==> src/rtl/ptcf_pkg.sv <==
`timescale 1ns / 1ps
// ptcf_pkg: shared widths, codes and types of the pulse train capture framer
// no dependencies; imported by every module of the block but ptcf_ram

package ptcf_pkg;

  // default frame capacity (intervals per frame)
  localparam int MAX_FRAME_DEF = 64;

  // field widths
  localparam int TIME_W      = 32;
  localparam int INTERVAL_W  = 16;
  localparam int POS_W       = 6;
  localparam int PULSE_W     = 7;
  localparam int CFG_IDX_W   = 3;
  localparam int CFG_DATA_W  = 16;
  localparam int IN_TDATA_W  = 40;
  localparam int OUT_TDATA_W = 24;

  // descriptor queue between front and back
  localparam int QUEUE_DEPTH = 2;

  // interval saturation and register reset values
  localparam logic [INTERVAL_W-1:0] SAT_LIMIT        = 16'hFFFF;
  localparam logic [INTERVAL_W-1:0] MAX_INTERVAL_RST = 16'hFFFF;
  localparam logic [PULSE_W-1:0]    MAX_PULSES_RST   = 7'd64;

  // item kinds
  typedef enum logic {
    OP_EDGE = 1'b0,
    OP_POLL = 1'b1
  } op_t;

  // configuration register indexes
  typedef enum logic [CFG_IDX_W-1:0] {
    REG_ENABLE       = 3'd0,
    REG_MIN_INTERVAL = 3'd1,
    REG_MAX_INTERVAL = 3'd2,
    REG_MIN_PULSES   = 3'd3,
    REG_MAX_PULSES   = 3'd4
  } reg_idx_t;

  typedef struct packed {
    logic                  enable;
    logic [INTERVAL_W-1:0] min_interval;
    logic [INTERVAL_W-1:0] max_interval;
    logic [PULSE_W-1:0]    min_pulses;
    logic [PULSE_W-1:0]    max_pulses;
  } cfg_t;

  // a closed frame waiting to be sent
  typedef struct packed {
    logic               bank;
    logic               level;
    logic [PULSE_W-1:0] count;
  } desc_t;

  // back hands a store bank back to the front
  typedef struct packed {
    logic valid;
    logic bank;
  } release_t;

  typedef enum logic {
    BK_IDLE,
    BK_EMIT
  } back_state_t;

endpackage

==> src/rtl/ptcf_ram.sv <==
`timescale 1ns / 1ps
// ptcf_ram: generic single write, single read RAM with registered read data
// no dependencies

module ptcf_ram #(
  parameter int WIDTH = 16,
  parameter int DEPTH = 128
) (
  input  logic                     clk,
  input  logic                     wr_en,
  input  logic [$clog2(DEPTH)-1:0] wr_addr,
  input  logic [WIDTH-1:0]         wr_data,
  input  logic                     rd_en,
  input  logic [$clog2(DEPTH)-1:0] rd_addr,
  output logic [WIDTH-1:0]         rd_data
);

  logic [WIDTH-1:0] mem [DEPTH];

  // write port
  always_ff @(posedge clk) begin
    if (wr_en) begin
      mem[wr_addr] <= wr_data;
    end
  end

  // read port, data held while not enabled
  always_ff @(posedge clk) begin
    if (rd_en) begin
      rd_data <= mem[rd_addr];
    end
  end

endmodule

==> src/rtl/ptcf_front.sv <==
`timescale 1ns / 1ps
// ptcf_front: accepts edge and poll beats, measures intervals, writes the store
// and hands closed frames to the queue; depends on ptcf_pkg

module ptcf_front import ptcf_pkg::*; #(
  parameter int MAX_FRAME = MAX_FRAME_DEF
) (
  input  logic                         clk,
  input  logic                         rst_n,
  input  cfg_t                         cfg,
  input  logic                         in_valid,
  output logic                         in_ready,
  input  op_t                          in_op,
  input  logic                         in_level,
  input  logic [TIME_W-1:0]            in_time,
  input  release_t                     rel,
  output logic                         wr_en,
  output logic [$clog2(MAX_FRAME):0]   wr_addr,
  output logic [INTERVAL_W-1:0]        wr_data,
  output logic                         push,
  output desc_t                        push_desc,
  output logic [1:0]                   busy
);

  localparam int IDX_W = $clog2(MAX_FRAME);
  localparam int CW    = $clog2(MAX_FRAME + 1);

  logic              frame_open_r, frame_open_nxt;
  logic              open_level_r, open_level_nxt;
  logic              prev_level_r, prev_level_nxt;
  logic [TIME_W-1:0] prev_time_r, prev_time_nxt;
  logic [CW-1:0]     count_r, count_nxt;
  logic              wbank_r, wbank_nxt;
  logic [1:0]        busy_r, busy_nxt;

  logic [TIME_W-1:0]     elapsed;
  logic [INTERVAL_W-1:0] iv;
  logic [CW-1:0]         cnt_inc;
  logic                  accept, poll_go, take, open_frame, lvl_take, close, keep;

  // interval since the previous edge, saturated
  assign elapsed = in_time - prev_time_r;
  assign iv      = (elapsed >= TIME_W'(SAT_LIMIT)) ? SAT_LIMIT : elapsed[INTERVAL_W-1:0];
  assign cnt_inc = count_r + CW'(1);

  // classify the beat
  assign accept     = in_valid && in_ready && cfg.enable;
  assign poll_go    = frame_open_r && (count_r != '0) &&
                      (elapsed >= TIME_W'(cfg.max_interval));
  assign take       = accept && (((in_op == OP_EDGE) && frame_open_r) ||
                                 ((in_op == OP_POLL) && poll_go));
  assign open_frame = accept && (in_op == OP_EDGE) && !frame_open_r;
  assign lvl_take   = (in_op == OP_EDGE) ? in_level : prev_level_r;

  // frame close and keep decisions
  assign close = (iv < cfg.min_interval) || (iv >= cfg.max_interval) ||
                 (PULSE_W'(cnt_inc) >= cfg.max_pulses) || (cnt_inc >= CW'(MAX_FRAME));
  assign keep  = PULSE_W'(cnt_inc) >= cfg.min_pulses;

  // store write and queue push
  assign in_ready          = !busy_r[wbank_r];
  assign wr_en             = take;
  assign wr_addr           = {wbank_r, count_r[IDX_W-1:0]};
  assign wr_data           = iv;
  assign push              = take && close && keep;
  assign push_desc.bank    = wbank_r;
  assign push_desc.level   = open_level_r;
  assign push_desc.count   = PULSE_W'(cnt_inc);
  assign busy              = busy_r;

  // next state of the frame tracker
  always_comb begin
    frame_open_nxt = frame_open_r;
    open_level_nxt = open_level_r;
    prev_level_nxt = prev_level_r;
    prev_time_nxt  = prev_time_r;
    count_nxt      = count_r;
    wbank_nxt      = wbank_r;
    busy_nxt       = busy_r;

    if (open_frame) begin
      frame_open_nxt = 1'b1;
      open_level_nxt = in_level;
      prev_level_nxt = in_level;
      prev_time_nxt  = in_time;
      count_nxt      = '0;
    end

    if (take) begin
      prev_time_nxt  = in_time;
      prev_level_nxt = lvl_take;
      if (close) begin
        open_level_nxt = lvl_take;
        count_nxt      = '0;
      end else begin
        count_nxt = cnt_inc;
      end
      // an idle poll re-arms capture
      if (in_op == OP_POLL) begin
        frame_open_nxt = 1'b0;
        count_nxt      = '0;
      end
    end

    // bank ownership: back releases, front claims on push
    if (rel.valid) begin
      busy_nxt[rel.bank] = 1'b0;
    end
    if (push) begin
      busy_nxt[wbank_r] = 1'b1;
      wbank_nxt         = ~wbank_r;
    end
  end

  always_ff @(posedge clk) begin
    if (!rst_n) begin
      frame_open_r <= 1'b0;
      open_level_r <= 1'b0;
      prev_level_r <= 1'b0;
      prev_time_r  <= '0;
      count_r      <= '0;
      wbank_r      <= 1'b0;
      busy_r       <= '0;
    end else begin
      frame_open_r <= frame_open_nxt;
      open_level_r <= open_level_nxt;
      prev_level_r <= prev_level_nxt;
      prev_time_r  <= prev_time_nxt;
      count_r      <= count_nxt;
      wbank_r      <= wbank_nxt;
      busy_r       <= busy_nxt;
    end
  end

endmodule

==> src/rtl/ptcf_queue.sv <==
`timescale 1ns / 1ps
// ptcf_queue: short fifo of closed frame descriptors between front and back
// depends on ptcf_pkg

module ptcf_queue import ptcf_pkg::*; (
  input  logic                               clk,
  input  logic                               rst_n,
  input  logic                               push,
  input  desc_t                              push_desc,
  input  logic                               pop,
  output desc_t                              head,
  output logic                               empty,
  output logic                               full,
  output logic [$clog2(QUEUE_DEPTH+1)-1:0]   count
);

  localparam int PTR_W = $clog2(QUEUE_DEPTH);
  localparam int CNT_W = $clog2(QUEUE_DEPTH + 1);

  desc_t            entry_r [QUEUE_DEPTH];
  logic [PTR_W-1:0] wr_ptr_r, wr_ptr_nxt;
  logic [PTR_W-1:0] rd_ptr_r, rd_ptr_nxt;
  logic [CNT_W-1:0] count_r, count_nxt;

  assign head  = entry_r[rd_ptr_r];
  assign empty = (count_r == '0);
  assign full  = (count_r == CNT_W'(QUEUE_DEPTH));
  assign count = count_r;

  // pointer and fill bookkeeping
  always_comb begin
    wr_ptr_nxt = wr_ptr_r;
    rd_ptr_nxt = rd_ptr_r;
    count_nxt  = count_r;
    if (push) begin
      wr_ptr_nxt = (wr_ptr_r == PTR_W'(QUEUE_DEPTH - 1)) ? '0 : wr_ptr_r + PTR_W'(1);
    end
    if (pop) begin
      rd_ptr_nxt = (rd_ptr_r == PTR_W'(QUEUE_DEPTH - 1)) ? '0 : rd_ptr_r + PTR_W'(1);
    end
    if (push && !pop) begin
      count_nxt = count_r + CNT_W'(1);
    end else if (pop && !push) begin
      count_nxt = count_r - CNT_W'(1);
    end
  end

  always_ff @(posedge clk) begin
    if (!rst_n) begin
      wr_ptr_r <= '0;
      rd_ptr_r <= '0;
      count_r  <= '0;
    end else begin
      wr_ptr_r <= wr_ptr_nxt;
      rd_ptr_r <= rd_ptr_nxt;
      count_r  <= count_nxt;
    end
  end

  // descriptor storage
  always_ff @(posedge clk) begin
    if (push) begin
      entry_r[wr_ptr_r] <= push_desc;
    end
  end

endmodule

==> src/rtl/ptcf_back.sv <==
`timescale 1ns / 1ps
// ptcf_back: takes frame descriptors, reads the store bank and sends one beat
// per interval through a read stage and an output register; depends on ptcf_pkg

module ptcf_back import ptcf_pkg::*; #(
  parameter int MAX_FRAME = MAX_FRAME_DEF
) (
  input  logic                         clk,
  input  logic                         rst_n,
  input  logic                         q_empty,
  input  desc_t                        q_head,
  output logic                         pop,
  output logic                         rd_en,
  output logic [$clog2(MAX_FRAME):0]   rd_addr,
  input  logic [INTERVAL_W-1:0]        rd_data,
  output logic                         out_valid,
  input  logic                         out_ready,
  output logic                         out_level,
  output logic [INTERVAL_W-1:0]        out_interval,
  output logic [POS_W-1:0]             out_pos,
  output logic                         out_last,
  output release_t                     rel,
  output logic                         emitting
);

  localparam int IDX_W = $clog2(MAX_FRAME);
  localparam int CW    = $clog2(MAX_FRAME + 1);

  back_state_t state_r, state_nxt;
  logic             bank_r, bank_nxt;
  logic             level_r, level_nxt;
  logic [CW-1:0]    count_r, count_nxt;
  logic [IDX_W-1:0] idx_r, idx_nxt;

  // read stage (data sits in the ram read register)
  logic             s1_valid_r, s1_valid_nxt;
  logic [IDX_W-1:0] s1_pos_r;
  logic             s1_last_r;
  logic             s1_level_r;

  // output register
  logic                  out_valid_r;
  logic                  out_level_r;
  logic [INTERVAL_W-1:0] out_interval_r;
  logic [IDX_W-1:0]      out_pos_r;
  logic                  out_last_r;

  logic out_load, issue, is_final;

  assign out_load = s1_valid_r && (!out_valid_r || out_ready);
  assign issue    = (state_r == BK_EMIT) && (!s1_valid_r || out_load);
  assign is_final = ((CW'(idx_r) + CW'(1)) == count_r);
  assign rd_addr  = {bank_r, idx_r};
  assign emitting = (state_r == BK_EMIT);

  // sequencer: pick up a descriptor, then issue one read per interval
  always_comb begin
    state_nxt = state_r;
    bank_nxt  = bank_r;
    level_nxt = level_r;
    count_nxt = count_r;
    idx_nxt   = idx_r;
    pop       = 1'b0;
    rd_en     = 1'b0;
    rel.valid = 1'b0;
    rel.bank  = bank_r;
    case (state_r)
      BK_IDLE: begin
        if (!q_empty) begin
          pop       = 1'b1;
          bank_nxt  = q_head.bank;
          level_nxt = q_head.level;
          count_nxt = CW'(q_head.count);
          idx_nxt   = '0;
          state_nxt = BK_EMIT;
        end
      end
      BK_EMIT: begin
        if (issue) begin
          rd_en   = 1'b1;
          idx_nxt = idx_r + IDX_W'(1);
          // last read issued: the bank may be refilled
          if (is_final) begin
            rel.valid = 1'b1;
            state_nxt = BK_IDLE;
          end
        end
      end
      default: begin
        state_nxt = BK_IDLE;
      end
    endcase
  end

  always_comb begin
    if (issue) begin
      s1_valid_nxt = 1'b1;
    end else if (out_load) begin
      s1_valid_nxt = 1'b0;
    end else begin
      s1_valid_nxt = s1_valid_r;
    end
  end

  always_ff @(posedge clk) begin
    if (!rst_n) begin
      state_r     <= BK_IDLE;
      s1_valid_r  <= 1'b0;
      out_valid_r <= 1'b0;
    end else begin
      state_r    <= state_nxt;
      s1_valid_r <= s1_valid_nxt;
      if (out_load) begin
        out_valid_r <= 1'b1;
      end else if (out_ready) begin
        out_valid_r <= 1'b0;
      end
    end
  end

  // frame context and stage payload
  always_ff @(posedge clk) begin
    bank_r  <= bank_nxt;
    level_r <= level_nxt;
    count_r <= count_nxt;
    idx_r   <= idx_nxt;
    if (issue) begin
      s1_pos_r   <= idx_r;
      s1_last_r  <= is_final;
      s1_level_r <= level_r;
    end
    if (out_load) begin
      out_level_r    <= s1_level_r;
      out_interval_r <= rd_data;
      out_pos_r      <= s1_pos_r;
      out_last_r     <= s1_last_r;
    end
  end

  assign out_valid    = out_valid_r;
  assign out_level    = out_level_r;
  assign out_interval = out_interval_r;
  assign out_pos      = POS_W'(out_pos_r);
  assign out_last     = out_last_r;

endmodule

==> src/rtl/pulse_train_capture_framer.sv <==
`timescale 1ns / 1ps
// pulse_train_capture_framer: top level, configuration registers, store and
// front, queue and back; depends on ptcf_pkg, ptcf_ram, ptcf_front,
// ptcf_queue, ptcf_back
//
//   channel  direction  handshake              payload
//   in_      slave      in_tvalid / in_tready  tuser op, tdata level, time_us
//   out_     master     out_tvalid/out_tready  tdata start_level, interval_us,
//                                              position; tlast last
//   cfg_     slave      cfg_valid / cfg_ready  cfg_index, cfg_data
//
// An edge that closes a frame of n kept intervals starts a burst of n beats,
// one a cycle while out_tready is high, passing the queue and the read stage.
// The store holds two banks of MAX_FRAME intervals: the front stalls only
// when both banks hold closed frames not yet read out by the back.
// Synchronous active-low reset; the store needs no clearing pass.
// Configuration writes are always taken (cfg_ready stays high).

module pulse_train_capture_framer import ptcf_pkg::*; #(
  parameter int MAX_FRAME = MAX_FRAME_DEF
) (
  input  logic                   clk,
  input  logic                   rst_n,
  // input beats
  input  logic                   in_tvalid,
  output logic                   in_tready,
  input  logic [IN_TDATA_W-1:0]  in_tdata,   // [0] level, [32:1] time_us, rest zero
  input  logic                   in_tuser,   // [0] op
  // result beats
  output logic                   out_tvalid,
  input  logic                   out_tready,
  output logic [OUT_TDATA_W-1:0] out_tdata,  // [0] start_level, [16:1] interval_us,
                                             // [22:17] position, rest zero
  output logic                   out_tlast,
  // configuration writes
  input  logic                   cfg_valid,
  output logic                   cfg_ready,
  input  logic [CFG_IDX_W-1:0]   cfg_index,
  input  logic [CFG_DATA_W-1:0]  cfg_data
);

  localparam int IDX_W   = $clog2(MAX_FRAME);
  localparam int AW      = IDX_W + 1;
  localparam int RAM_DEP = 2 * (1 << IDX_W);
  localparam int QCW     = $clog2(QUEUE_DEPTH + 1);

  cfg_t cfg_r;

  logic                  wr_en, rd_en;
  logic [AW-1:0]         wr_addr, rd_addr;
  logic [INTERVAL_W-1:0] wr_data, rd_data;
  logic                  push, pop, q_empty, q_full, emitting;
  logic [QCW-1:0]        q_count;
  desc_t                 push_desc, q_head;
  release_t              rel;
  logic [1:0]            busy;

  logic                  out_level, out_last_w;
  logic [INTERVAL_W-1:0] out_interval;
  logic [POS_W-1:0]      out_pos;

  // configuration registers
  assign cfg_ready = 1'b1;

  always_ff @(posedge clk) begin
    if (!rst_n) begin
      cfg_r.enable       <= 1'b0;
      cfg_r.min_interval <= '0;
      cfg_r.max_interval <= MAX_INTERVAL_RST;
      cfg_r.min_pulses   <= '0;
      cfg_r.max_pulses   <= MAX_PULSES_RST;
    end else if (cfg_valid && cfg_ready) begin
      case (cfg_index)
        REG_ENABLE:       cfg_r.enable       <= cfg_data[0];
        REG_MIN_INTERVAL: cfg_r.min_interval <= cfg_data[INTERVAL_W-1:0];
        REG_MAX_INTERVAL: cfg_r.max_interval <= cfg_data[INTERVAL_W-1:0];
        REG_MIN_PULSES:   cfg_r.min_pulses   <= cfg_data[PULSE_W-1:0];
        REG_MAX_PULSES:   cfg_r.max_pulses   <= cfg_data[PULSE_W-1:0];
        default: ;
      endcase
    end
  end

  // front: classify beats and fill the store
  ptcf_front #(.MAX_FRAME(MAX_FRAME)) u_front (
    .clk       (clk),
    .rst_n     (rst_n),
    .cfg       (cfg_r),
    .in_valid  (in_tvalid),
    .in_ready  (in_tready),
    .in_op     (op_t'(in_tuser)),
    .in_level  (in_tdata[0]),
    .in_time   (in_tdata[TIME_W:1]),
    .rel       (rel),
    .wr_en     (wr_en),
    .wr_addr   (wr_addr),
    .wr_data   (wr_data),
    .push      (push),
    .push_desc (push_desc),
    .busy      (busy)
  );

  // interval store, two banks
  ptcf_ram #(.WIDTH(INTERVAL_W), .DEPTH(RAM_DEP)) u_store (
    .clk     (clk),
    .wr_en   (wr_en),
    .wr_addr (wr_addr),
    .wr_data (wr_data),
    .rd_en   (rd_en),
    .rd_addr (rd_addr),
    .rd_data (rd_data)
  );

  // closed frames waiting for the back
  ptcf_queue u_queue (
    .clk       (clk),
    .rst_n     (rst_n),
    .push      (push),
    .push_desc (push_desc),
    .pop       (pop),
    .head      (q_head),
    .empty     (q_empty),
    .full      (q_full),
    .count     (q_count)
  );

  // back: read out bursts
  ptcf_back #(.MAX_FRAME(MAX_FRAME)) u_back (
    .clk          (clk),
    .rst_n        (rst_n),
    .q_empty      (q_empty),
    .q_head       (q_head),
    .pop          (pop),
    .rd_en        (rd_en),
    .rd_addr      (rd_addr),
    .rd_data      (rd_data),
    .out_valid    (out_tvalid),
    .out_ready    (out_tready),
    .out_level    (out_level),
    .out_interval (out_interval),
    .out_pos      (out_pos),
    .out_last     (out_last_w),
    .rel          (rel),
    .emitting     (emitting)
  );

  assign out_tdata = {1'b0, out_pos, out_interval, out_level};
  assign out_tlast = out_last_w;

  // a push never finds the queue full
  a_push_room: assert property (@(posedge clk) disable iff (!rst_n)
    push |-> !q_full)
    else $error("descriptor pushed into a full queue");

  // every owned bank is either queued or being read out
  a_bank_owner: assert property (@(posedge clk) disable iff (!rst_n)
    $countones(busy) == (int'(q_count) + int'(emitting)))
    else $error("bank ownership out of step with queue and back");

  // the back only hands back a bank the front gave away
  a_release_owned: assert property (@(posedge clk) disable iff (!rst_n)
    rel.valid |-> busy[rel.bank])
    else $error("release of a bank that is not owned");

endmodule

==> config.mk <==
export PLATFORM = sky130hd
export DESIGN_NAME = pulse_train_capture_framer
export DESIGN_NICKNAME = d
export VERILOG_FILES = /design/src/rtl/ptcf_pkg.sv /design/src/rtl/ptcf_ram.sv /design/src/rtl/ptcf_front.sv /design/src/rtl/ptcf_queue.sv /design/src/rtl/ptcf_back.sv /design/src/rtl/pulse_train_capture_framer.sv
export SDC_FILE = /design/constraint.sdc
export NUM_CORES = 2
export LEC_CHECK = 0
export ABC_CLOCK_PERIOD_IN_PS = 19100
export BUFFER_PORTS_ARGS = -buffer_cell sky130_fd_sc_hd__buf_2
export CAP_MARGIN = 10
export CORE_MARGIN = 5
export CORE_UTILIZATION = 50
export CTS_CLUSTER_SIZE = 28
export DETAILED_ROUTE_END_ITERATION = 12
export PLACE_DENSITY = 0.65
export SLEW_MARGIN = 25
export SYNTH_ARGS = -nofsm -noshare
export SYNTH_HDL_FRONTEND = slang
export SYNTH_SLANG_ARGS = --single-unit
==> constraint.sdc <==
create_clock -name clk -period 19.1 [get_ports clk]
set_input_delay 2.865 -clock clk [delete_from_list [all_inputs] [get_ports clk]]
set_output_delay 2.865 -clock clk [all_outputs]
set_load 0.01 [all_outputs]
# Word level (Yosys, flattened, before mapping)
# Memories as Yosys holds them, arrays and structs flattened. A register that Yosys moved wholly into a read port is not among the register bits.
# Cells that the tools add are included.
# totals
ff_bits	137
ramBits	2066
input_bits	65
out_inout_bits	28
memories	2
# classes
add_sub_neg	8
order_cmp	11
n_eq_ne	7
muxes	49
bitwise	7
n_reduce_logical	43
# memory_table
memory	depth	width	read_ports	rd_ports_with_merged_regs	write_ports	line_no	source
u_store.mem	128	16	1	1	1	ptcf_ram.sv:18	logic [WIDTH-1:0] mem [DEPTH];
u_queue.entry_r	2	9	1	1	1	ptcf_queue.sv:20	desc_t entry_r [QUEUE_DEPTH];
# op_table
operator	count
32-bit 2-to-1 mux	2
32-bit by 16-bit >= comparator with 1-bit output	1
32-bit by 16-bit >= comparator with 1-bit output, second input constant	1
1-bit 2-to-1 mux	32
32-bit subtractor	1
7-bit 2-to-1 mux	4
1-bit logical AND	17
16-bit >= comparator	1
16-bit less-than comparator	1
16-bit 2-to-1 mux	1
7-bit >= comparator	2
2-bit AND reduction	7
6-bit 2-to-1 mux	2
6-bit case mux with 2 select lines	1
2-bit 2-to-1 mux	4
2-bit nonzero test	4
6-bit by 1-bit adder with 7-bit output, second input constant	1
7-bit by 1-bit adder with 7-bit output, second input constant	1
7-bit == test	1
7-bit >= comparator, second input constant	1
7-bit nonzero test	1
6-bit by 1-bit adder with 6-bit output, second input constant	1
3-bit by 2-bit == test with 1-bit output, second input constant	2
1-bit zero test	6
17 further kinds	30

# Logic depth before layout (Yosys ltp)
# logic_depth
depth_word	13
mapped_depth	29

# Hierarchy
# A second synthesis with hierarchy kept.
# hier_totals
hier_cells	4207
area_unflattened_um2	89032.9
# by_module_without_submodules
module	n_inst	cells_each	area_each_um2	seq_area_each_um2
ptcf_ram	1	3086	78683.0	61979.4
ptcf_front	1	773	5629.1	900.9
pulse_train_capture_framer	1	198	1984.4	940.9
ptcf_back	1	100	1870.5	1471.4
ptcf_queue	1	50	865.8	640.6

# Worst setup path after synthesis
# No wires, ideal clock.
# synth_timing
kind	input-to-reg
from	in in_tdata[27]
to	reg u_queue.count_r[1], in the netlist u_queue.count[1]
arrival_ns	10.361
required_time_ns	19.024
path_slack_ns	8.664
cell_stages	25
n_path_buf	2
path_cell_list	ha_1 buf_2 a21o_1 a21o_1 a21o_1 or4_1 nand4_1 o221ai_1 or4_4 nor3_2 o31a_1 nand2_1 ha_1 a21o_1 a21o_1 a221oi_1 o211ai_1 or3_1 o31a_1 nand4bb_1 buf_2 inv_2 ha_1 or3_1 a21boi_0
# synth_between
elab_chain_len	12
# synth_lines
element	line_no	source
start: declaration	pulse_train_capture_framer.sv:27	input logic [IN_TDATA_W-1:0] in_tdata,
32-bit subtractor (*)	ptcf_front.sv:42	assign elapsed = in_time - prev_time_r;
32-bit by 16-bit >= comparator with 1-bit output (*)	ptcf_front.sv:43	assign iv = (elapsed >= TIME_W'(SAT_LIMIT)) ? SAT_LIMIT : elapsed[INTERVAL_W-1:0];
16-bit 2-to-1 mux (*)	ptcf_front.sv:43	
net u_front.wr_data[2]	ptcf_front.sv:19	output logic [INTERVAL_W-1:0] wr_data,
16-bit less-than comparator / 16-bit >= comparator (equally long branches)	ptcf_front.sv:56	assign close = (iv < cfg.min_interval) || (iv >= cfg.max_interval) ||
1-bit logical OR (*) (2 in a row)	ptcf_front.sv:56	
1-bit logical OR (*)	ptcf_front.sv:57	(PULSE_W'(cnt_inc) >= cfg.max_pulses) || (cnt_inc >= CW'(MAX_FRAME));
1-bit logical AND (*) (2 in a row)	ptcf_front.sv:65	assign push = take && close && keep;
1-bit zero test	ptcf_queue.sv:43	end else if (pop && !push) begin
1-bit logical AND	ptcf_queue.sv:43	
2-bit nonzero test (no line)	--	
end signal: assignment	ptcf_queue.sv:56	count_r <= count_nxt;
end: declaration	ptcf_queue.sv:23	logic [CNT_W-1:0] count_r, count_nxt;
# The timed path passes the listed nets; every way through them passes the cells marked *.
# A chain may end at the register's enable or synchronous reset.

# Worst setup path in the final report
# layout_timing
from	in in_tdata[1]
to	mem u_queue.entry_r[1][1] in the netlist's numbering (enable)
# layout_between
elab_chain_len	11
# layout_lines
element	line_no	source
32-bit subtractor (*)	ptcf_front.sv:42	
32-bit by 16-bit >= comparator with 1-bit output	ptcf_front.sv:43	
16-bit 2-to-1 mux (*)	ptcf_front.sv:43	
net u_front.wr_data[1]	ptcf_front.sv:19	
16-bit less-than comparator / 16-bit >= comparator (equally long branches)	ptcf_front.sv:56	
1-bit logical OR (*) (2 in a row)	ptcf_front.sv:56	
1-bit logical OR (*)	ptcf_front.sv:57	
1-bit logical AND (*) (2 in a row)	ptcf_front.sv:65	
1-bit 2-to-1 mux (*)	ptcf_queue.sv:62	if (push) begin
1-bit 2-to-1 mux (not written as such) (*)	ptcf_queue.sv:63	entry_r[wr_ptr_r] <= push_desc;
end: declaration	ptcf_queue.sv:20	
# Marked as above.

==> flow_summary.toml <==
[die]
core_um2 = 179000
fp.dieH_um = 434
die_width_um = 434
die-area_um2 = 189000
initial_core_util_pct = 50.3
io_pins = 93
rows = 155

[synth]
synth_edf_count = 2129
synth-main-ff-cell = "edfxtp_1"
synthCells = 5165
yosysSeqAreaShare_pct = 73.2
syn_area_um2 = 90000
yosys_warnings = 0
synth_nets = 5327
ys_ff_latch = 2228
synth.avg_cell_area_um2 = 17.4
async_flop_share_pct = 0
yosysUniqueCellTypes = 65

[route]
firstDrtPassIters = 5
wl_per_cell_um = 27.9
drt_wl_total_mm = 221
drt_iter0_drc = 5207
final_antenna_net_count = 0
vias_per_cell = 6.11
drc_errors = 0
via_count = 48300

[sta]
hold_ws_ns = 0.415
drv_slew = 0
finalSetupViolCount = 0
setup-tns-final_ns = 0
post-route-min-period_ns = 11.13
hold_violations = 0
worst_pin_slew_ns = 1.07
rsz0062_at_grt = "no"
skew_ns = 0.0380
slew-limit-headroom_pct = 28.0
min_period_over_period_pct = 58.3
fmax_mhz = 89.8

[outcome]
outcome = "finished clean"

[pwr]
power_switching_w = 0.00360
p_sw_share_pct = 29.6
power.total_w = 0.0122
p_clk_share_pct = 34.5
power_density_nw_per_um2 = 119
seqPwrFrac_pct = 44.3
intPower_w = 0.00856
leakage_nw = 38.9
p_comb_share_pct = 21.2
ir_worst_vdd_uv = 147

[place]
dp_hpwl_mm = 128
place_congestion = 0.836
io_buffer_count = 83

[min_path]
min_path_type = "flop to flop"
whs_path_depth = 0

[clock_tree]
cts_root_buf = "clkbuf_16"
worstSkewPairLatency_ns = 0.85
cts_buffers = 218
clk_pin_slew_worst_paths_ns = 0.06
ctsHtreeMaxLevel = 4
cts_repair_resize_count = 0
cts_setup_buffers = 0
cts_sinks = 2228
holdBufCountCts = 0
cts_tree = "done"
clk_path_buf_depth = 3

[critical_path]
max_stage_delay_ns = 0.89
cp_slowest_cell = "o31a_1"
worst_ep_required_time_ns = 19.57
reg2regPathDepth = 22
cp-start-kind = "input pin"
crit_chain = "buf_2 -> inv_1 -> ha_1 -> fa_1 -> nor2b_1 -> o31a_1 -> o21ai_1 -> o31ai_1 -> xnor2_1 -> o2111ai_1 -> or4_4 -> nor3_4 -> o31a_1 -> nand2_4 -> buf_4 -> ha_1 -> a21o_1 -> a21o_1 -> a221oi_1 -> o211ai_1 -> or3_1 -> o31a_1 -> nand4bb_1 -> nor2_1"
path_common_cell = "o31a_1"
worst_ep_arrival_time_ns = 11.60
end_kind = "flop"
critPathKind = "input pin to flop"
cp_max_fo = 82

[grt]
grt_pass1_vias = 47400
grt_max_degree = 122
grt_pass1_wl_mm = 322
antenna_found_initial = 5
grt_overflow = 0
grtUsageTotal_pct = 23.3

[cells_and_area]
n_fill_cell = 13500
drive_gt1_share_pct = 21.1
utilization_pct = 57.0
fin_nets = 5519
syn2layout_area_growth_pct = 13.2

[run]
max_cap_viol_count = 0
-- power groups by stage --
stage	Sequential, W	Clock [W]	Combinational (W)
2_1_floorplan	0.00547	0	0.00171
3_3_place_gp	0.00550	0	0.00258
3_5_place_dp	0.00550	0	0.00259
4_1_cts	0.00540	0.00427	0.00259
5_1_grt	0.00539	0.00449	0.00272
6_report	0.00539	0.00420	0.00258
-- critical path, delay by kind of cell --
family / cells / cell delay (ns)
xor gates and xnor gates: 1 / 0.26
buffers and inverters: 3 / 0.69
AOI/OAI and AO/OA: 10 / 3.26
and+or+nand+nor: 7 / 3.52
adders and majority gates: 3 / 0.97
-- Yosys cell counts (all sizes together), types with 7 or more instances --
cell    instances  area [um2]
edfxtp       2129       63900
mux2i         408        4080
nand2         334        1250
mux4          296        6670
a21oi         270        1350
clkbuf        220         826
o21ai         164         821
nor3          142         716
mux2          129        1450
o221ai        121        1060
o22ai         121         757
dfxtp          99        1980
ha             96        1200
inv            95         357
buf            83         352
a211oi         68         510
a21o           53         398
nor2           41         154
nand3          32         160
nor2b          28         175
a21boi         27         203
o211ai         27         203
nand2b         21         131
nand4          21         131
xnor2          21         184
and2           15        93.8
xor2           14         123
or3             9        56.3
o21a            7        52.6
-- layout make-up --
class | count | area (um2) | share of cell area (%)
repair buffers | 275 | 2050 | 2.01
well taps | 2355 | 2950 | 2.89
clock buffers | 277 | 5770 | 5.66
diodes | 2 | 5.00 | 0.00491
inverters | 95 | 357 | 0.350
multi-input cells | 2539 | 23600 | 23.1
clock inverters | 131 | 1260 | 1.24
flip-flops and latches | 2228 | 65900 | 64.7
-- placed cells by master, fill, tap and decap left out, types with 29 or more instances in the layout --
master	instances
clkinv_1	57
clkbuf_1	53
a21o_1	53
a211oi_1	67
inv_1	94
o221ai_1	121
a21oi_1	270
mux2_2	129
nor2_1	39
clkbuf_16	221
edfxtp_1	2129
ha_1	96
buf_4	166
o21ai_0	153
dfxtp_1	99
mux4_2	296
clkinv_2	33
nor3_2	101
o22ai_1	121
nand2_1	325
mux2i_1	408
nor3_4	29
buf_2	82
-- worst paths after layout --
kind,startpoint,end,slack [ns]
worst max-delay path,in_tdata[1],u_queue.entry_r[1][1]$_DFFE_PP_,7.97
worst min-delay path,u_back.s1_last_r$_DFFE_PP_,u_back.out_last$_DFFE_PP_,0.42
worst max register to register,u_front.prev_time_r[0]$_SDFFE_PN0P_,u_queue.entry_r[1][1]$_DFFE_PP_,9.82
worst min register to register,u_back.s1_last_r$_DFFE_PP_,u_back.out_last$_DFFE_PP_,0.42
-- cells by family after synthesis --
logic type,Yosys count,share of synthesized area [%]
adders and majority gates,97,1.36
and+or+nand+nor,670,3.43
DFF,2228,73.2
buffers and inverters,398,1.70
muxes,833,13.6
other,2,0.00834
xor gates and xnor gates,35,0.341
AOI/OAI and AO/OA,902,6.36
-- metal layers --
metal	share of wire (%)	global-route usage [%]	wire (um)
met3	7.2	3.59	15800
met5	0.0050	0	11
met1	42	33.9	93200
met2	48	37.1	105000
met4	2.9	6.95	6350
-- sequential cells by signal, summed over array words and instances, names as in the netlist, 2 cells and up --
signal	count
u_front.prev_time_r	32
u_queue.count	2
u_back.out_interval	16
u_front.busy	2
u_back.out_pos	6
u_queue.entry_r	18
u_store.rd_data	16
u_back.s1_pos_r	6
u_back.idx_r	6
u_back.count_r	7
u_store.mem	2048
u_front.count_r	7
cfg_r	47
-- per-stage QoR --
| stage | setup WS, ns | instances | instance area [um2] |
|---|---|---|---|
| CTS | 7.97 | 7897 | 102000 |
| finish | 7.97 | 7902 | 102000 |
| detailed placement | 7.06 | 7489 | 94800 |
| global route | 7.40 | 7900 | 102000 |
| global placement | 6.87 | 7473 | 94600 |
| floorplan | 8.66 | 5165 | 90000 |
Power figures use the tool's default switching activity.
